**config.mk**
```make
export PLATFORM = sky130hd
export DESIGN_NAME = one_lane_bridge_arbiter_core_flat
export DESIGN_NICKNAME = d
export VERILOG_FILES = /design/src/rtl/core/olba_pkg.sv /design/src/rtl/core/olba_if.sv /design/src/rtl/core/olba_cfg.sv /design/src/rtl/core/olba_step.sv /design/src/rtl/core/one_lane_bridge_arbiter_core.sv /design/src/flat_wrapper.sv
export VERILOG_INCLUDE_DIRS = /design/src /design/src/rtl/core
export SDC_FILE = /design/constraint.sdc
export NUM_CORES = 1
export LEC_CHECK = 0
export BUFFER_PORTS_ARGS = -buffer_cell sky130_fd_sc_hd__buf_2
export CAP_MARGIN = 10
export CORE_MARGIN = 1
export CORE_UTILIZATION = 41
export CTS_BUF_LIST = sky130_fd_sc_hd__clkbuf_16
export CTS_CLUSTER_SIZE = 8
export DETAILED_ROUTE_END_ITERATION = 6
export PLACE_DENSITY = 0.72
export SYNTH_ARGS = -nofsm -noshare
export SYNTH_HDL_FRONTEND = slang
export SYNTH_SLANG_ARGS = --single-unit
```
**constraint.sdc**
```tcl
create_clock -name clk -period 9.95 [get_ports clk]
set_input_delay 0.4975 -clock clk [delete_from_list [all_inputs] [get_ports clk]]
set_output_delay 0.4975 -clock clk [all_outputs]
set_load 0.01 [all_outputs]
```
**src/rtl/core/assert_macros.svh**
```systemverilog
// Assertion macros shared by the bridge arbiter RTL.
`ifndef ASSERT_MACROS_SVH
`define ASSERT_MACROS_SVH

// Same-cycle implication, disabled during reset.
`define OLBA_ASSERT_SAME(label, clk, rst_n, ante, cons) \
	label: assert property (@(posedge clk) disable iff (!rst_n) (ante) |-> (cons)) \
		else $error("assertion failed");

// Next-cycle implication, disabled during reset.
`define OLBA_ASSERT_NEXT(label, clk, rst_n, ante, cons) \
	label: assert property (@(posedge clk) disable iff (!rst_n) (ante) |=> (cons)) \
		else $error("assertion failed");

`endif

```
**src/rtl/core/olba_pkg.sv**
```systemverilog
// Package: codes, config/state/result types for the bridge arbiter.
package olba_pkg;

	localparam int unsigned MaxWaitingDef = 255;

	localparam logic [2:0] OpArrive     = 3'd0;
	localparam logic [2:0] OpRequest    = 3'd1;
	localparam logic [2:0] OpExit       = 3'd2;
	localparam logic [2:0] OpSuspend    = 3'd3;
	localparam logic [2:0] OpResume     = 3'd4;
	localparam logic [2:0] OpSetSensor  = 3'd5;
	localparam logic [2:0] OpSetBarrier = 3'd6;

	localparam logic [2:0] StDone     = 3'd0;
	localparam logic [2:0] StGranted  = 3'd1;
	localparam logic [2:0] StWait     = 3'd2;
	localparam logic [2:0] StRejected = 3'd3;
	localparam logic [2:0] StIgnored  = 3'd4;

	localparam logic [1:0] RsnNone   = 2'd0;
	localparam logic [1:0] RsnWeight = 2'd1;
	localparam logic [1:0] RsnHeight = 2'd2;
	localparam logic [1:0] RsnMech   = 2'd3;

	localparam logic [1:0] TurnNone = 2'd2;

	localparam logic [1:0] RegMaxOnBridge   = 2'd0;
	localparam logic [1:0] RegMaxConsec     = 2'd1;
	localparam logic [1:0] RegMaxWeight     = 2'd2;
	localparam logic [1:0] RegMaxHeight     = 2'd3;

	localparam int unsigned AddrWidth = 4;

	typedef struct packed {
		logic [2:0] max_on_bridge;
		logic [3:0] max_consecutive;
		logic [5:0] max_weight_tons;
		logic [3:0] max_height_m;
	} cfg_t;

	localparam cfg_t CfgReset = '{
		max_on_bridge:   3'd3,
		max_consecutive: 4'd5,
		max_weight_tons: 6'd20,
		max_height_m:    4'd4
	};

	typedef struct packed {
		logic [2:0] op;
		logic       side;
		logic [5:0] weight_tons;
		logic [3:0] height_m;
		logic       mech_fault;
		logic       car_granted;
		logic       component_ok;
	} cmd_t;

	typedef struct packed {
		logic [1:0][2:0] on_cnt;
		logic [1:0][7:0] wait_cnt;
		logic [1:0][3:0] cons_cnt;
		logic [1:0]      turn;
		logic            susp;
		logic [1:0]      sensor_ok;
		logic [1:0]      barrier_ok;
		logic [15:0]     crossed;
	} state_t;

	localparam state_t StateReset = '{
		on_cnt:     '0,
		wait_cnt:   '0,
		cons_cnt:   '0,
		turn:       TurnNone,
		susp:       1'b0,
		sensor_ok:  2'b11,
		barrier_ok: 2'b11,
		crossed:    16'd0
	};

	typedef struct packed {
		logic [2:0]  status;
		logic [1:0]  reject_reason;
		logic [1:0]  turn_now;
		logic        is_suspended;
		logic [2:0]  on_left;
		logic [2:0]  on_right;
		logic [7:0]  wait_left;
		logic [7:0]  wait_right;
		logic [15:0] crossed_total;
	} res_t;

endpackage

```
**src/rtl/core/olba_if.sv**
```systemverilog
// Event and result channel interfaces.
interface olba_cmd_if;
	logic       valid;
	logic       ready;
	logic [2:0] op;
	logic       side;
	logic [5:0] weight_tons;
	logic [3:0] height_m;
	logic       mech_fault;
	logic       car_granted;
	logic       component_ok;

	modport source (output valid, op, side, weight_tons, height_m, mech_fault,
		car_granted, component_ok, input ready);
	modport sink (input valid, op, side, weight_tons, height_m, mech_fault,
		car_granted, component_ok, output ready);
endinterface

interface olba_rsp_if;
	logic        valid;
	logic        ready;
	logic [2:0]  status;
	logic [1:0]  reject_reason;
	logic [1:0]  turn_now;
	logic        is_suspended;
	logic [2:0]  on_left;
	logic [2:0]  on_right;
	logic [7:0]  wait_left;
	logic [7:0]  wait_right;
	logic [15:0] crossed_total;

	modport source (output valid, status, reject_reason, turn_now, is_suspended,
		on_left, on_right, wait_left, wait_right, crossed_total, input ready);
	modport sink (input valid, status, reject_reason, turn_now, is_suspended,
		on_left, on_right, wait_left, wait_right, crossed_total, output ready);
endinterface

```
**src/rtl/core/olba_cfg.sv**
```systemverilog
// APB register block for the four limit registers.
module olba_cfg (
	input  logic                           clk,
	input  logic                           arst_n,
	input  logic                           psel,
	input  logic                           penable,
	input  logic                           pwrite,
	input  logic [olba_pkg::AddrWidth-1:0] paddr,
	input  logic [31:0]                    pwdata,
	output logic [31:0]                    prdata,
	output logic                           pready,
	output olba_pkg::cfg_t                 cfg
);
	import olba_pkg::*;

	cfg_t       cfg_q;
	logic       wr_en;
	logic [1:0] reg_idx;

	assign pready  = 1'b1;
	assign reg_idx = paddr[3:2];
	assign wr_en   = psel && penable && pwrite && pready;
	assign cfg     = cfg_q;

	always_ff @(posedge clk or negedge arst_n) begin
		if (!arst_n) begin
			cfg_q <= CfgReset;
		end else if (wr_en) begin
			case (reg_idx)
				RegMaxOnBridge: cfg_q.max_on_bridge   <= pwdata[2:0];
				RegMaxConsec:   cfg_q.max_consecutive <= pwdata[3:0];
				RegMaxWeight:   cfg_q.max_weight_tons <= pwdata[5:0];
				RegMaxHeight:   cfg_q.max_height_m    <= pwdata[3:0];
				default: begin
				end
			endcase
		end
	end

	always_comb begin
		case (reg_idx)
			RegMaxOnBridge: prdata = {29'd0, cfg_q.max_on_bridge};
			RegMaxConsec:   prdata = {28'd0, cfg_q.max_consecutive};
			RegMaxWeight:   prdata = {26'd0, cfg_q.max_weight_tons};
			RegMaxHeight:   prdata = {28'd0, cfg_q.max_height_m};
			default:        prdata = 32'd0;
		endcase
	end
endmodule

```
**src/rtl/core/olba_step.sv**
```systemverilog
// Bridge state registers and the single-event update logic.
module olba_step #(
	parameter int unsigned MAX_WAITING = olba_pkg::MaxWaitingDef
) (
	input  logic           clk,
	input  logic           arst_n,
	input  logic           fire,
	input  olba_pkg::cmd_t cmd,
	input  olba_pkg::cfg_t cfg,
	output olba_pkg::res_t res
);
	import olba_pkg::*;

	localparam logic [7:0] WaitLim = (MAX_WAITING < 255) ? 8'(MAX_WAITING) : 8'd255;

	state_t     st_q;
	state_t     nx;
	logic [2:0] status;
	logic [1:0] reason;
	logic       me;
	logic       oth;
	logic       healthy;
	logic       too_heavy;
	logic       too_tall;
	logic       turn_ok;
	logic       free_ok;
	logic       cap_ok;
	logic       fair_ok;

	assign me        = cmd.side;
	assign oth       = ~cmd.side;
	assign healthy   = st_q.sensor_ok[me] && st_q.barrier_ok[me];
	assign too_heavy = cmd.weight_tons > cfg.max_weight_tons;
	assign too_tall  = cmd.height_m > cfg.max_height_m;
	assign turn_ok   = (st_q.turn == {1'b0, me}) || (st_q.turn == TurnNone);
	assign free_ok   = st_q.on_cnt[oth] == 3'd0;
	assign cap_ok    = st_q.on_cnt[me] < cfg.max_on_bridge;
	assign fair_ok   = (st_q.wait_cnt[oth] == 8'd0) ||
		(st_q.cons_cnt[me] < cfg.max_consecutive);

	always_comb begin
		nx     = st_q;
		status = StDone;
		reason = RsnNone;
		case (cmd.op)
			OpArrive: begin
				if (st_q.wait_cnt[me] < WaitLim)
					nx.wait_cnt[me] = st_q.wait_cnt[me] + 8'd1;
			end
			OpRequest: begin
				if (!healthy) begin
					status = StWait;
				end else if (too_heavy || too_tall || cmd.mech_fault) begin
					status = StRejected;
					reason = too_heavy ? RsnWeight : (too_tall ? RsnHeight : RsnMech);
					nx.susp = 1'b1;
					if (st_q.wait_cnt[me] != 8'd0)
						nx.wait_cnt[me] = st_q.wait_cnt[me] - 8'd1;
				end else if (st_q.susp || !turn_ok || !free_ok || !cap_ok || !fair_ok) begin
					status = StWait;
				end else begin
					status = StGranted;
					if (st_q.turn == TurnNone)
						nx.turn = {1'b0, me};
					if (st_q.wait_cnt[me] != 8'd0)
						nx.wait_cnt[me] = st_q.wait_cnt[me] - 8'd1;
					nx.on_cnt[me] = st_q.on_cnt[me] + 3'd1;
					if (st_q.wait_cnt[oth] != 8'd0 && st_q.cons_cnt[me] != 4'hF)
						nx.cons_cnt[me] = st_q.cons_cnt[me] + 4'd1;
				end
			end
			OpExit: begin
				if (!cmd.car_granted || st_q.on_cnt[me] == 3'd0) begin
					status = StIgnored;
				end else begin
					nx.on_cnt[me] = st_q.on_cnt[me] - 3'd1;
					if (st_q.crossed != 16'hFFFF)
						nx.crossed = st_q.crossed + 16'd1;
					// last vehicle of this side has left
					if (st_q.on_cnt[me] == 3'd1) begin
						if (st_q.cons_cnt[me] >= cfg.max_consecutive)
							nx.cons_cnt[me] = 4'd0;
						if (st_q.wait_cnt[oth] != 8'd0) begin
							nx.turn = {1'b0, oth};
						end else begin
							nx.turn = TurnNone;
							nx.cons_cnt[me] = 4'd0;
						end
					end
				end
			end
			OpSuspend: nx.susp = 1'b1;
			OpResume: begin
				nx.susp       = 1'b0;
				nx.sensor_ok  = 2'b11;
				nx.barrier_ok = 2'b11;
			end
			OpSetSensor:  nx.sensor_ok[me]  = cmd.component_ok;
			OpSetBarrier: nx.barrier_ok[me] = cmd.component_ok;
			default: status = StIgnored;
		endcase
	end

	always_ff @(posedge clk or negedge arst_n) begin
		if (!arst_n) begin
			st_q <= StateReset;
		end else if (fire) begin
			st_q <= nx;
		end
	end

	assign res = '{
		status:        status,
		reject_reason: reason,
		turn_now:      nx.turn,
		is_suspended:  nx.susp,
		on_left:       nx.on_cnt[0],
		on_right:      nx.on_cnt[1],
		wait_left:     nx.wait_cnt[0],
		wait_right:    nx.wait_cnt[1],
		crossed_total: nx.crossed
	};
endmodule

```
**src/rtl/core/one_lane_bridge_arbiter_core.sv**
```systemverilog
// Top level: single-lane bridge direction arbiter.
// An accepted event passes through the input register and then the result register before the result is valid.
// Throughput: one event per cycle; a held result stalls the input once the input register is full.
// Reset: arst_n asynchronous, active low; counts clear, turn none, health ok, limits 3/5/20/4.
// The state update is taken when the registered event moves into the result register.
`include "assert_macros.svh"

module one_lane_bridge_arbiter_core #(
	parameter int unsigned MAX_WAITING = olba_pkg::MaxWaitingDef
) (
	input  logic                           clk,
	input  logic                           arst_n,
	olba_cmd_if.sink                       cmd,
	olba_rsp_if.source                     rsp,
	input  logic                           psel,
	input  logic                           penable,
	input  logic                           pwrite,
	input  logic [olba_pkg::AddrWidth-1:0] paddr,
	input  logic [31:0]                    pwdata,
	output logic [31:0]                    prdata,
	output logic                           pready
);
	import olba_pkg::*;

	cfg_t cfg;
	cmd_t cmd_s1;
	logic valid_s1;
	res_t res;
	res_t res_q;
	logic rsp_valid_q;
	logic load;
	logic take;

	assign load      = valid_s1 && (!rsp_valid_q || rsp.ready);
	assign cmd.ready = !valid_s1 || load;
	assign take      = cmd.valid && cmd.ready;

	olba_cfg u_cfg (
		.clk     (clk),
		.arst_n  (arst_n),
		.psel    (psel),
		.penable (penable),
		.pwrite  (pwrite),
		.paddr   (paddr),
		.pwdata  (pwdata),
		.prdata  (prdata),
		.pready  (pready),
		.cfg     (cfg)
	);

	olba_step #(
		.MAX_WAITING (MAX_WAITING)
	) u_step (
		.clk    (clk),
		.arst_n (arst_n),
		.fire   (load),
		.cmd    (cmd_s1),
		.cfg    (cfg),
		.res    (res)
	);

	always_ff @(posedge clk or negedge arst_n) begin
		if (!arst_n) begin
			valid_s1    <= 1'b0;
			rsp_valid_q <= 1'b0;
		end else begin
			if (take)
				valid_s1 <= 1'b1;
			else if (load)
				valid_s1 <= 1'b0;
			if (load)
				rsp_valid_q <= 1'b1;
			else if (rsp.ready)
				rsp_valid_q <= 1'b0;
		end
	end

	always_ff @(posedge clk) begin
		if (take) begin
			cmd_s1 <= '{
				op:           cmd.op,
				side:         cmd.side,
				weight_tons:  cmd.weight_tons,
				height_m:     cmd.height_m,
				mech_fault:   cmd.mech_fault,
				car_granted:  cmd.car_granted,
				component_ok: cmd.component_ok
			};
		end
		if (load)
			res_q <= res;
	end

	assign rsp.valid         = rsp_valid_q;
	assign rsp.status        = res_q.status;
	assign rsp.reject_reason = res_q.reject_reason;
	assign rsp.turn_now      = res_q.turn_now;
	assign rsp.is_suspended  = res_q.is_suspended;
	assign rsp.on_left       = res_q.on_left;
	assign rsp.on_right      = res_q.on_right;
	assign rsp.wait_left     = res_q.wait_left;
	assign rsp.wait_right    = res_q.wait_right;
	assign rsp.crossed_total = res_q.crossed_total;

	`OLBA_ASSERT_SAME(a_one_direction, clk, arst_n, rsp_valid_q,
		(res_q.on_left == 3'd0) || (res_q.on_right == 3'd0))
	`OLBA_ASSERT_SAME(a_reason_iff_reject, clk, arst_n, rsp_valid_q,
		(res_q.status == StRejected) == (res_q.reject_reason != RsnNone))
	`OLBA_ASSERT_SAME(a_reject_suspends, clk, arst_n,
		rsp_valid_q && (res_q.status == StRejected), res_q.is_suspended)
	`OLBA_ASSERT_SAME(a_grant_has_turn, clk, arst_n,
		rsp_valid_q && (res_q.status == StGranted), res_q.turn_now != TurnNone)
endmodule
```
**src/flat_wrapper.sv**
```systemverilog
// flat-port wrapper written by rule: the top's interface ports become plain ports
module one_lane_bridge_arbiter_core_flat import olba_pkg::*;
#(
	parameter int unsigned MAX_WAITING = olba_pkg::MaxWaitingDef
)
  (clk, arst_n, psel, penable, pwrite, paddr, pwdata, prdata, pready, cmd_valid, cmd_op, cmd_side, cmd_weight_tons, cmd_height_m, cmd_mech_fault, cmd_car_granted, cmd_component_ok, cmd_ready, rsp_valid, rsp_status, rsp_reject_reason, rsp_turn_now, rsp_is_suspended, rsp_on_left, rsp_on_right, rsp_wait_left, rsp_wait_right, rsp_crossed_total, rsp_ready);
  olba_cmd_if cmd_i ();
  olba_rsp_if rsp_i ();
  input  logic clk;
  input  logic arst_n;
  input  logic psel;
  input  logic penable;
  input  logic pwrite;
  input  logic [olba_pkg::AddrWidth-1:0] paddr;
  input  logic [31:0] pwdata;
  output logic [31:0] prdata;
  output logic pready;
  input wire logic [$bits(cmd_i.valid)-1:0] cmd_valid;
  input wire logic [$bits(cmd_i.op)-1:0] cmd_op;
  input wire logic [$bits(cmd_i.side)-1:0] cmd_side;
  input wire logic [$bits(cmd_i.weight_tons)-1:0] cmd_weight_tons;
  input wire logic [$bits(cmd_i.height_m)-1:0] cmd_height_m;
  input wire logic [$bits(cmd_i.mech_fault)-1:0] cmd_mech_fault;
  input wire logic [$bits(cmd_i.car_granted)-1:0] cmd_car_granted;
  input wire logic [$bits(cmd_i.component_ok)-1:0] cmd_component_ok;
  output wire logic [$bits(cmd_i.ready)-1:0] cmd_ready;
  output wire logic [$bits(rsp_i.valid)-1:0] rsp_valid;
  output wire logic [$bits(rsp_i.status)-1:0] rsp_status;
  output wire logic [$bits(rsp_i.reject_reason)-1:0] rsp_reject_reason;
  output wire logic [$bits(rsp_i.turn_now)-1:0] rsp_turn_now;
  output wire logic [$bits(rsp_i.is_suspended)-1:0] rsp_is_suspended;
  output wire logic [$bits(rsp_i.on_left)-1:0] rsp_on_left;
  output wire logic [$bits(rsp_i.on_right)-1:0] rsp_on_right;
  output wire logic [$bits(rsp_i.wait_left)-1:0] rsp_wait_left;
  output wire logic [$bits(rsp_i.wait_right)-1:0] rsp_wait_right;
  output wire logic [$bits(rsp_i.crossed_total)-1:0] rsp_crossed_total;
  input wire logic [$bits(rsp_i.ready)-1:0] rsp_ready;
  assign cmd_i.valid = cmd_valid;
  assign cmd_i.op = cmd_op;
  assign cmd_i.side = cmd_side;
  assign cmd_i.weight_tons = cmd_weight_tons;
  assign cmd_i.height_m = cmd_height_m;
  assign cmd_i.mech_fault = cmd_mech_fault;
  assign cmd_i.car_granted = cmd_car_granted;
  assign cmd_i.component_ok = cmd_component_ok;
  assign cmd_ready = cmd_i.ready;
  assign rsp_valid = rsp_i.valid;
  assign rsp_status = rsp_i.status;
  assign rsp_reject_reason = rsp_i.reject_reason;
  assign rsp_turn_now = rsp_i.turn_now;
  assign rsp_is_suspended = rsp_i.is_suspended;
  assign rsp_on_left = rsp_i.on_left;
  assign rsp_on_right = rsp_i.on_right;
  assign rsp_wait_left = rsp_i.wait_left;
  assign rsp_wait_right = rsp_i.wait_right;
  assign rsp_crossed_total = rsp_i.crossed_total;
  assign rsp_i.ready = rsp_ready;
  one_lane_bridge_arbiter_core #(.MAX_WAITING(MAX_WAITING)) u_core (.clk(clk), .arst_n(arst_n), .cmd(cmd_i), .rsp(rsp_i), .psel(psel), .penable(penable), .pwrite(pwrite), .paddr(paddr), .pwdata(pwdata), .prdata(prdata), .pready(pready));
endmodule
```
======== After elaboration in Yosys (flattened, before gate mapping) ========
Cells that the tools add are included.
word-level totals
  logic and storage cells ................. 192
  register bits after elaboration ......... 135
  latch bits .............................. 0
  memory bits (writable) .................. 0
  input bits .............................. 60
  output and inout bits ................... 81
  bits in read-only memories .............. 0
  memories ................................ 0
cells by class
  divide/modulo/power cells ............... 0
  add/sub/neg operators ................... 6
  multiply operators ...................... 0
  reduce and logical (&&, ||, !) cells .... 47
  eq/ne operators ......................... 20
  bitwise gates (word level) .............. 7
  magnitude comparators ................... 9
  shift operators ......................... 0
  mux-type cells .......................... 69
operator list
  operator               number
  $pmux 32 s4            1
  $mux 16                6
  $mux 8                 11
  $mux 33                1
  $bwmux 16              2
  $mux 32                1
  $pmux 16 s2            1
  $mux 10                3
  $pmux 10 s2            1
  $mux 3                 6
  $add 16x1->16 const B  1
  $and 8x8->8            2
  $ne 16x16->1 const B   1
  $reduce_bool 8->1      2
  $bwmux 6               2
  $mux 1                 12
  $mux 4                 3
  $mux 6                 2
  $ne 2x2->1 const B     6
  $pmux 6 s2             1
  $reduce_and 2->1       6
  $logic_or 1x1->1       11
  $mux 2                 5
  $reduce_bool 2->1      5
  other kinds (40)       66

======== Logic depth before layout (Yosys ltp) ========
Gate-level depths: netlist (run 1).
  word-level depth ........................ 15
  depth in mapped cells ................... 17
  depth with buffers taken out ............ 9

======== Cells and area by module ========
Synthesis (run 1) repeated with hierarchy kept, for this count alone.
unflattened totals
  cells, all modules ...................... 799
  area, all modules ....................... 8284.2 um^2
modules (own cells, without submodules)
  module                        instances  cells an instance  area each (um^2)
  olba_step                     1          648                5253.8
  one_lane_bridge_arbiter_core  1          71                 1995.7
  olba_cfg                      1          80                 1034.7

======== Worst setup path before layout (run 1) ========
No wires, ideal clock.
  kind .................................... register to register
  from .................................... register u_core.cmd_s1[13] in the netlist's numbering
  to ...................................... register u_core.res_q (netlist bit u_core.rsp.wait_right[2]), data pin
  cell stages (with the launch flop) ...... 18
  data required time ...................... 9.686 ns
  arrival ................................. 4.058 ns
  period minus slack after synthesis ...... 4.322 ns
  path slack .............................. 5.628 ns
  path through ............................ edfxtp_1 > buf_4 > buf_4 > buf_2 > buf_1 > buf_2 > buf_2 > buf_2 > mux2i_1 > inv_1 > ha_1 > o21ai_0 > a31oi_1 > a2111o_1 > buf_4 > a2111oi_1 > nor2_1 > xnor2_1
RTL lines
  what                    line                                RTL
  start, declared         one_lane_bridge_arbiter_core.sv:26  cmd_t cmd_s1;
  start signal, assigned  one_lane_bridge_arbiter_core.sv:80  cmd_s1 <= '{
  end signal, assigned    one_lane_bridge_arbiter_core.sv:91  res_q <= res;
  end, declared           one_lane_bridge_arbiter_core.sv:29  res_t res_q;

==> out/metrics.yaml, run 1 <==
slowest_stage: "a2111oi_4"
p_leak_nw: 3.786
postRouteAntennaNets: 0
start_kind: "register"
ys_ff_latch: 135
min_period_ps: 4260
port_buffers: 85
grt_pass1_vias: 5909
hpwl_um: 12390
slew_violations: 0
cp_top_family: "compound AO/OA/AOI/OAI gates"
die-area_um2: 19650
place_area_um2: 8319
power_mw: 1.876
area_delta_synth_final_pct: 13.97
drt_first_pass_iters: 5
synth-edff-count: 63
hold_viol: 0
final_nets: 914
skew_ps: 7.867
core-area_um2: 18710
ys_seq_area_frac: 0.4737
grt_max_degree: 73
cts_setup_buffers: 0
rows: 50
power_density_nw_per_um2: 210.2
worst_pin_slew_ps: 997.7
fin_crit_sh: 0.4281
crit_buf_inv: 1
async_flop_share: 0.5333
path_cells: "buf_4 -> mux2_2 -> ha_1 -> a21oi_1 -> o21ai_0 -> a2111oi_4 -> o21ai_2 -> o311ai_0 -> a32oi_1"
drive_above_1_share: 0.2126
cpPeakStageDelay_ps: 770
fin_util: 0.4770
ys_types: 80
dr.first_iter.drc_count: 560
path_clk_slew_ps: 60
vias_per_cell: 5.612
yosysWarnings: 0
cts_resized: 0
avgRoutedWirePerCell_um: 16.82
synthFlopType: "edfxtp_1"
crit_required_ps: 10050
hp-class: "in -> reg"
hold_buffers: 0
critPathKind: "reg -> reg"
synthAdderAreaFrac: 0.03996
dp_cells: 1044
dieWidth_um: 140.2
regArea_um2: 3709
critPathArrivalTime_ps: 4360
synth_simple_gate_area_frac: 0.1525
fin_hold_ws_ps: 243.9
synth_compound_area_frac: 0.1563
fin_tns_setup_ps: 0
drv_cap: 0
antenna_found_initial: 0
irDropWorstVdd_mv: 0.1626
fin_ws_ps: 5690
multi_input_area_um2: 3690
grt_first_pass_wirelength_um: 29950
clk_latency_ps: 430
synth_area_um2: 7829
finalSetupViolCount: 0
cts_max_path_buffers: 2
finalWirelength_um: 18090
ios: 141
syn_area_per_cell_um2: 10.33
clock.fmax_mhz: 234.8
endpoint_kind: "register"
pre_cts_ws_ps: 5766
muxShareOfSynthArea: 0.05817
timing.slew.headroom: 0.3349
htree_levels: 4
status: "complete, no violations"
syn_inst: 758
synth_top_family_by_area: "compound AO/OA/AOI/OAI gates"
fillers: 1706
die_h_um: 140.2
clock_sinks: 135
grt.overflow.total: 0
synth-xor-area-share: 0.05146
grt_util_all_layers: 0.1950
place_congestion: 0.9335
num_vias: 6039
cts_tree: "done"
final_cells: 1076
start_util: 0.4185
num_antenna_cells: 0
cts_inserted_buffers: 17
rsz0062_at_grt: "no"
cts_root_buf: "clkbuf_16"
final_area_um2: 8922
path_max_fanout: 65
drc_errors: 0
## registers in the layout, indices dropped and copies added, names as in the netlist
register                  count
u_core.rsp.wait_right         8
u_core.u_cfg.cfg             17
u_core.valid_s1               1
u_core.rsp.reject_reason      2
u_core.rsp.on_right           3
u_core.cmd_s1                17
u_core.u_step.st_q           53
u_core.rsp.on_left            3
u_core.rsp.turn_now           2
u_core.rsp.status             3
u_core.rsp.valid              1
u_core.rsp.wait_left          8
u_core.rsp.is_suspended       1
u_core.rsp.crossed_total     16
## final timing paths
check,from,endpoint,slack [ps],cells after the start
min in group asynchronous,arst_n,u_core.u_step.st_q[33],290,2
max in group asynchronous,arst_n,u_core.u_step.st_q[39],8970,2
setup / recovery,u_core.cmd_s1[13],u_core.rsp.wait_left[7],5690,9
hold reg to reg,u_core.valid_s1,u_core.rsp.valid,500,1
hold / removal,cmd_height_m[2],u_core.cmd_s1[5],240,1
setup reg to reg,u_core.cmd_s1[13],u_core.rsp.wait_left[7],5690,9
## layout make-up
type | count | share of cell area
Clock inverter | 15 | 0.01991
Clock buffer | 17 | 0.04768
Inverter | 40 | 0.01683
Tap cell | 234 | 0.03281
Sequential cell | 135 | 0.4157
Multi-Input combinational cell | 543 | 0.4135
Timing Repair Buffer | 92 | 0.05357
## cells in the mapped netlist, types with 22 or more instances
library cell	instances	area share
a21oi_1	34	0.022
mux2_2	22	0.032
dfrtp_1	60	0.19
inv_1	39	0.019
o21ai_0	46	0.029
nand3_1	25	0.016
xor2_1	28	0.031
nor3_1	24	0.015
nand2_1	61	0.029
ha_1	25	0.040
buf_4	30	0.029
edfxtp_1	63	0.24
nor2_1	41	0.020
## cells in the final DEF, fill, tap and decap left out, types with 4 or more instances in the layout
cell type    n
o21a_1       4
ha_1        25
a211oi_1     8
nor4_1       7
nand2_1     61
and3_1      11
a22o_1       7
o31ai_1      5
clkinvlp_4   4
mux2i_1     14
or3_1        4
conb_1      27
xor2_1      28
buf_2       85
and2_1       8
clkbuf_16   17
mux2_2      22
nand4_1     11
edfxtp_1    63
nor3_1      24
or4_1        4
inv_1       39
nor2_1      41
nand3_1     25
buf_4        7
nor2b_1      6
o211ai_1     6
a41oi_1      4
dfrtp_1     60
a21oi_1     34
dfstp_2     12
a31oi_1     13
o21ai_0     46
inv_6        4
nand2b_1     9
xnor2_1     18
## report_power, final
group	total [mW]	internal, mW	switching (mW)
clock	0.646	0.395	0.251
combinational	0.446	0.174	0.272
sequential	0.784	0.691	0.0928
## metal layers
| layer | wire [um] | share of wire | global-route usage |
|---|---|---|---|
| met5 | 0 | 0 | 0 |
| met4 | 502 | 0.028 | 0.1006 |
| met3 | 1277 | 0.071 | 0.04547 |
| met2 | 8079 | 0.45 | 0.2992 |
| met1 | 8234 | 0.46 | 0.2576 |
## cells by family after synthesis
group	Yosys count
AO/OA/AOI/OAI	175
adder cells (fa/ha/maj)	25
XOR/XNOR	46
flip-flops	135
multiplexers	39
buffers and inverters	105
other	2
AND/OR/NAND/NOR	231
## worst register-to-register path, cell delays in order, from the launching register on
cell and delay [ps]:
edfxtp_1 320, buf_4 560, mux2_2 490, ha_1 340
a21oi_1 170, o21ai_0 210, a2111oi_4 770, o21ai_2 350
o311ai_0 520, a32oi_1 210
Power figures use the tool's default switching activity.
==> run 2, diff against run 1 <==
ABC_AREA = 1   (was default)
PLACE_DENSITY = 0.71   (was 0.72)
clock period = 4 ns   (was 9.95 ns; I/O delays follow)
==> run 2 against run 1 <==
  * Die area grew 3.6%
  * Largest power group unchanged
  * Global-route usage shrank 0.34 points
  * Via count grew 13%
  * First-iteration DRC count shrank 21%
  * Combinational power grew to 4.0 times the previous value
  * Cell count grew 32%
  * Fmax grew 36%
  * Design area grew 6.8%
  * Clock power grew to 2.6 times the previous value
  * Area after synthesis grew 3.7%
  * Critical path type unchanged
==> out/metrics.yaml, run 2 <==
ys_seq_area_frac: 0.4570  # -0.01673
async_flop_share: 0.5333  # unchanged
critPathArrivalTime_ps: 3300  # -1060 ps
yosys.area.top_type_share: 0.2331  # -0.008532
cts_inserted_buffers: 17  # unchanged
dieWidth_um: 142.7  # +1.8%
clk_latency_ps: 430  # about the same
synth_top_family_by_area: "simple AND/OR/NAND/NOR gates"
cts_tree: "done"
min_period_ps: 3127  # -1133 ps
r2r_setup_slack_ps: 870  # -4820 ps
syn_inst: 1034  # +36%
status: "complete, no violations"
ys_types: 50  # -38%
ys_ff_latch: 135  # unchanged
die_h_um: 142.7  # +1.8%
yosysMostFrequentCell: "nand2_1"
fin_crit_sh: 0.7818  # +0.3537
synth_simple_gate_area_frac: 0.2871  # +0.1346
multi_input_area_um2: 3670  # -0.54%
finalSetupViolCount: 0  # unchanged
clock_sinks: 135  # unchanged
grt_pass1_vias: 6237  # +5.6%
final_nets: 1222  # +34%
cts_max_path_buffers: 2  # unchanged
grt.overflow.total: 0  # unchanged
grt_first_pass_wirelength_um: 30420  # +1.5%
ios: 141  # unchanged
synthTopCellsByCount: "nand2_1, inv_1, nand3_1"
yosysWarnings: 0  # unchanged
core-area_um2: 19460  # +4.0%
largest_register: "u_core.u_step.st_q"
muxShareOfSynthArea: 0.001233  # -0.05694
slew_violations: 0  # unchanged
final_cells: 1415  # +32%
syn_area_per_cell_um2: 7.848  # -24%
path_clk_slew_ps: 60  # about the same
postRouteAntennaNets: 0  # unchanged
hp-start: "rsp_ready"
grt_util_all_layers: 0.1916  # -0.003424
largest_reg_flops: 53  # unchanged
drt_first_pass_iters: 5  # unchanged
finalWirelength_um: 18540  # +2.5%
hold_depth: 4  # +3
path_max_fanout: 63  # -3.1%
rows: 51  # +2.0%
power_density_nw_per_um2: 593.7  # +180%
skew_ps: 8.759  # +0.8924 ps
hold_viol: 0  # unchanged
place_congestion: 0.9036  # -3.2%
antenna_found_initial: 0  # unchanged
start_kind: "register"
synthTopCellsByArea: "edfxtp_1, dfrtp_1, nand2_1, inv_1, nand3_1"
r2r-end: "u_core.rsp.wait_left[1]"
r2r-start: "u_core.cmd_s1[13]"
drv_cap: 0  # unchanged
dp_cells: 1363  # +31%
vias_per_cell: 4.844  # -14%
final_common_cell: "nand2_1"
hp-class: "in -> reg"
worst_pin_slew_ps: 954.1  # -43.53 ps
reg2reg_depth: 13  # +4
critPathKind: "reg -> reg"
endpoint_kind: "register"
area_delta_synth_final_pct: 17.45
rsz0062_at_grt: "no"
layout_common_cells: "nand2_1, inv_1, buf_2"
drive_above_1_share: 0.1583  # -0.05433
synth_compound_area_frac: 0.08804  # -0.06827
synth_area_um2: 8115  # +3.7%
port_buffers: 85  # unchanged
hpwl_um: 12990  # +4.8%
htree_levels: 4  # unchanged
cts_setup_buffers: 0  # unchanged
p_leak_nw: 4.638  # +23%
die-area_um2: 20360  # +3.6%
timing.slew.headroom: 0.3639  # +0.02902
dr.first_iter.drc_count: 441  # -21%
regArea_um2: 3709  # unchanged
fin_tns_setup_ps: 0  # unchanged
clock.fmax_mhz: 319.8  # +36%
synth-edff-count: 63  # unchanged
synthFlopType: "edfxtp_1"
avgRoutedWirePerCell_um: 13.10  # -22%
cts_root_buf: "clkbuf_16"
drc_errors: 0  # unchanged
grt_max_degree: 64  # -12%
synth_area_leader_cell: "edfxtp_1"
hold_end: "u_core.rsp.valid"
synthAdderAreaFrac: 0.03854  # -0.001411
num_vias: 6854  # +13%
crit_required_ps: 4170  # -5880 ps
startpoint: "u_core.cmd_s1[13]"
start_util: 0.4170  # -0.001556
fillers: 1875  # +9.9%
irDropWorstVdd_mv: 0.3435  # +110%
num_antenna_cells: 0  # unchanged
synth-xor-area-share: 0.02482  # -0.02664
==> run 2: cell types whose count changed after synthesis, sizes merged, moves of 14 or more <==
cell,change
mux2,-22
nand2,+289
nor3,-16
nand3,+56
nor2,+36
inv,+88
a21oi,-14
o21ai,+38
==> run 2: critical path: stages (launching register included) <==
cell and delay (ps):
edfxtp_1 450, buf_12 240, o21ai_0 430, inv_1 150, ha_1 320, nand3_1 80
nand2_1 70, nor2_2 130, nand2_2 120, nand2_4 190, nand3_2 210, o21ai_0 210
nand2_1 80, and2_1 170
==> run 2: cell families (layout without fill, tap and decap cells) <==
| family | Yosys count | after routing |
|---|---|---|
| XOR/XNOR | 23 | 23 |
| multiplexers | 1 | 1 |
| other | 2 | 27 |
| AND/OR/NAND/NOR | 538 | 538 |
| AO/OA/AOI/OAI | 129 | 129 |
| flip-flops | 135 | 135 |
| buffers and inverters | 181 | 272 |
| adder cells (fa/ha/maj) | 25 | 25 |
==> run 2: what timing repair did <==
item | CTS | global route
resized for setup | 0 | 0
hold buffers | 20 | 0
hold endpoints to repair | 49 | 0
==> run 2: stage by stage <==
stage	hold WS (ps)	setup slack, ps	util	power, mW	instance area [um2]
floorplan	-95.59	944.6	-	3.459	8209
global placement	376.6	1030	0.4467	3.919	8695
detailed placement	378.1	889.7	0.4467	3.963	8695
CTS	18.39	885.7	0.4897	5.687	9532
global route	55.70	654.5	0.4897	6.066	9532
finish	48.44	872.8	0.4897	5.659	9532
==> run 2: worst max-delay path by stage <==
stage / to / cells after the start
final: u_core.rsp.wait_left[1] / 13
after global routing: u_core.rsp.wait_left[1] / 13
after CTS: u_core.rsp.wait_left[1] / 13
after detailed placement: u_core.rsp.wait_left[1] / 13
after global placement: u_core.rsp.wait_left[1] / 13
after floorplan: u_core.rsp.wait_left[1] / 17
==> run 2: power breakdown <==
| part | internal (mW) | switching, mW | leakage [nW] |
|---|---|---|---|
| Combinational | 0.635 | 1.17 | 2.79 |
| Sequential | 1.88 | 0.283 | 1.54 |
| Clock | 1.04 | 0.655 | 0.306 |
| Total | 3.55 | 2.11 | 4.64 |
==> run 2: final cells by class <==
type	instances	area share
inverter	128	0.05054
multi-input combinational	743	0.3850
tap	265	0.03479
clock buffer	18	0.04726
timing repair buffer	112	0.07377
sequential	135	0.3891
clock inverter	14	0.01956
==> run 2: layer usage <==
metal  share of wire  track usage  wire length (um)  vias up
li1                -            -                 -     3496
met1            0.49       0.2648              9053     3168
met2            0.46       0.3060              8457      177
met3           0.047      0.03823               869       13
met4          0.0085      0.04980               157        0
met5               0            0                 0        -
==> run 3, diff against run 2 <==
ABC_AREA = 0   (was 1)
PLACE_DENSITY = 0.74   (was 0.71)
clock period = 2.75 ns   (was 4 ns; I/O delays follow)
==> run 3 against run 2 <==
  * The flow now finishes with violations (negative setup slack)
  * Clock power increased by 28%
  * Setup slack got worse by 1300 ps
  * Utilization increased by 11 points
  * Cell count decreased by 12%
  * Register-to-register slack got worse by 1300 ps
  * Global-route usage increased by 5.3 points
  * First-iteration DRC count increased by 46%
  * Sequential share of layout area decreased by 5.7 points
  * Clock-buffer cell count decreased by 1
  * Combinational power increased by 64%
  * Wire length increased by 32%
  * Total power increased by 39%
  * Critical endpoint is now u_core.rsp.wait_left[7]
==> out/metrics.yaml, run 3 (synthesized netlist as in run 1, its figures left out) <==
status: "finished with violations"
violations: "negative setup slack"
core-area_um2: 18710  # -3.9%
fin_tns_setup_ps: -16460  # -16460 ps
cts_root_buf: "clkbuf_16"
drt_first_pass_iters: 5  # unchanged
dieWidth_um: 140.2  # -1.8%
dp_cells: 1159  # -15%
final_cells: 1246  # -12%
timing.slew.headroom: 0.4880  # +0.1241
drive_above_1_share: 0.4130  # +0.2548
avgRoutedWirePerCell_um: 19.62  # +50%
irDropWorstVdd_mv: 0.4472  # +30%
ios: 141  # unchanged
num_vias: 7138  # +4.1%
largest_reg_flops: 53  # unchanged
htree_levels: 4  # unchanged
die-area_um2: 19650  # -3.5%
largest_register: "u_core.u_step.st_q"
clock_sinks: 135  # unchanged
postRouteAntennaNets: 0  # unchanged
drv_cap: 0  # unchanged
port_buffers: 85  # unchanged
rsz0062_at_grt: "yes"
drc_errors: 0  # unchanged
critPathArrivalTime_ps: 3370  # +70 ps
regArea_um2: 3709  # unchanged
finalSetupViolCount: 61  # +61
multi_input_area_um2: 4503  # +23%
path_cells: "buf_6 -> mux2_4 -> ha_4 -> a21oi_4 -> o21ai_4 -> a2111o_2 -> buf_4 -> buf_6 -> a21oi_4 -> a311o_1 -> a32oi_1"
vias_per_cell: 5.729  # +18%
final_nets: 1084  # -11%
area_delta_synth_final_pct: 42.83
grt_first_pass_wirelength_um: 36900  # +21%
start_util: 0.4185  # +0.001556
grt_pass1_vias: 7029  # +13%
hold_viol: 0  # unchanged
clk_latency_ps: 430  # about the same
slowest_stage: "a2111o_2"
fin_crit_sh: 1.165  # +0.3831
rows: 50  # -2.0%
grt_max_degree: 44  # -31%
power_density_nw_per_um2: 705.8  # +19%
num_antenna_cells: 0  # unchanged
endpoint_kind: "register"
clock.fmax_mhz: 312.1  # -2.4%
slew_violations: 0  # unchanged
finalWirelength_um: 24450  # +32%
die_h_um: 140.2  # -1.8%
dr.first_iter.drc_count: 646  # +46%
fin_ws_ps: -453.6  # -1326 ps
cp_top_family: "compound AO/OA/AOI/OAI gates"
grt_util_all_layers: 0.2442  # +0.05263
crit_required_ps: 2920  # -1250 ps
p_leak_nw: 4.732  # +2.0%
layout_common_cells: "buf_4, buf_2, edfxtp_1"
critPathKind: "reg -> reg"
grt.overflow.total: 0  # unchanged
antenna_found_initial: 0  # unchanged
fin_util: 0.5978  # +0.1080
skew_ps: 10.60  # +1.838 ps
hp-class: "in -> reg"
hpwl_um: 16150  # +24%
path_clk_slew_ps: 70  # about the same
cpPeakStageDelay_ps: 580  # +130 ps
final_common_cell: "buf_4"
worst_pin_slew_ps: 768.0  # -186.1 ps
place_congestion: 0.9973  # +10%
cts_max_path_buffers: 2  # unchanged
path_max_fanout: 5  # -92%
cts_tree: "done"
crit_buf_inv: 3  # +1
start_kind: "register"
fillers: 1483  # -21%
min_period_ps: 3204  # +76.38 ps
cts_inserted_buffers: 17  # unchanged
-- run 3: power breakdown --
part	switching (mW)	internal [mW]	total [mW]
clock	0.985	1.18	2.17
combinational	1.59	1.36	2.95
sequential	0.268	2.50	2.77
-- run 3: layout make-up --
type / instances / area share
clock buffer: 17 / 0.03804
clock inverter: 15 / 0.01141
inverter: 40 / 0.01343
multi-input combinational: 544 / 0.4027
sequential: 135 / 0.3317
tap: 234 / 0.02618
timing repair buffer: 261 / 0.1766
-- run 3: layer usage --
layer | GRT usage | share of wire | wire, um | vias up
met4 | 0.1128 | 0.043 | 1039 | 0
met3 | 0.06359 | 0.068 | 1667 | 93
met5 | 0 | 0 | 0 | -
met1 | 0.3028 | 0.41 | 9950 | 3475
li1 | - | - | - | 3223
met2 | 0.3989 | 0.48 | 11790 | 347
-- run 3: per-stage QoR --
step / setup slack, ps / area [um2] / hold WS [ps] / power (mW)
floorplan: -580.3 / 8192 / -158.1 / 4.125
global placement: -347.8 / 9447 / 129.8 / 5.001
detailed placement: -429.3 / 9447 / 134.0 / 5.078
CTS: -293.0 / 10700 / 9.331 / 7.567
global route: -488.6 / 11180 / 14.32 / 8.213
finish: -453.6 / 11180 / 26.94 / 7.892
-- run 3: timing repair --
| item | CTS | global route |
|---|---|---|
| buffers inserted | 16 | 16 |
| resized for setup | 67 | 76 |
| hold buffers | 25 | 0 |
| pin swaps | 25 | 40 |
| endpoints found under the setup margin | 60 | 75 |
| endpoints found under the hold margin | 45 | 0 |
| gates cloned | 1 | 0 |
-- run 3: path summary, 6_finish.rpt --
| kind | from | to | slack (ps) | cells past startpoint |
|---|---|---|---|---|
| worst max register to register | u_core.cmd_s1[13] | u_core.rsp.wait_left[7] | -450 | 11 |
| max in group asynchronous | arst_n | u_core.u_step.st_q[22] | 1770 | 3 |
| worst min register to register | u_core.valid_s1 | u_core.rsp.valid | 490 | 1 |
| min in group asynchronous | arst_n | u_core.u_step.st_q[45] | 210 | 2 |
| worst max-delay path | u_core.cmd_s1[13] | u_core.rsp.wait_left[7] | -450 | 11 |
| worst min-delay path | pwdata[0] | u_core.u_cfg.cfg[4] | 30 | 2 |
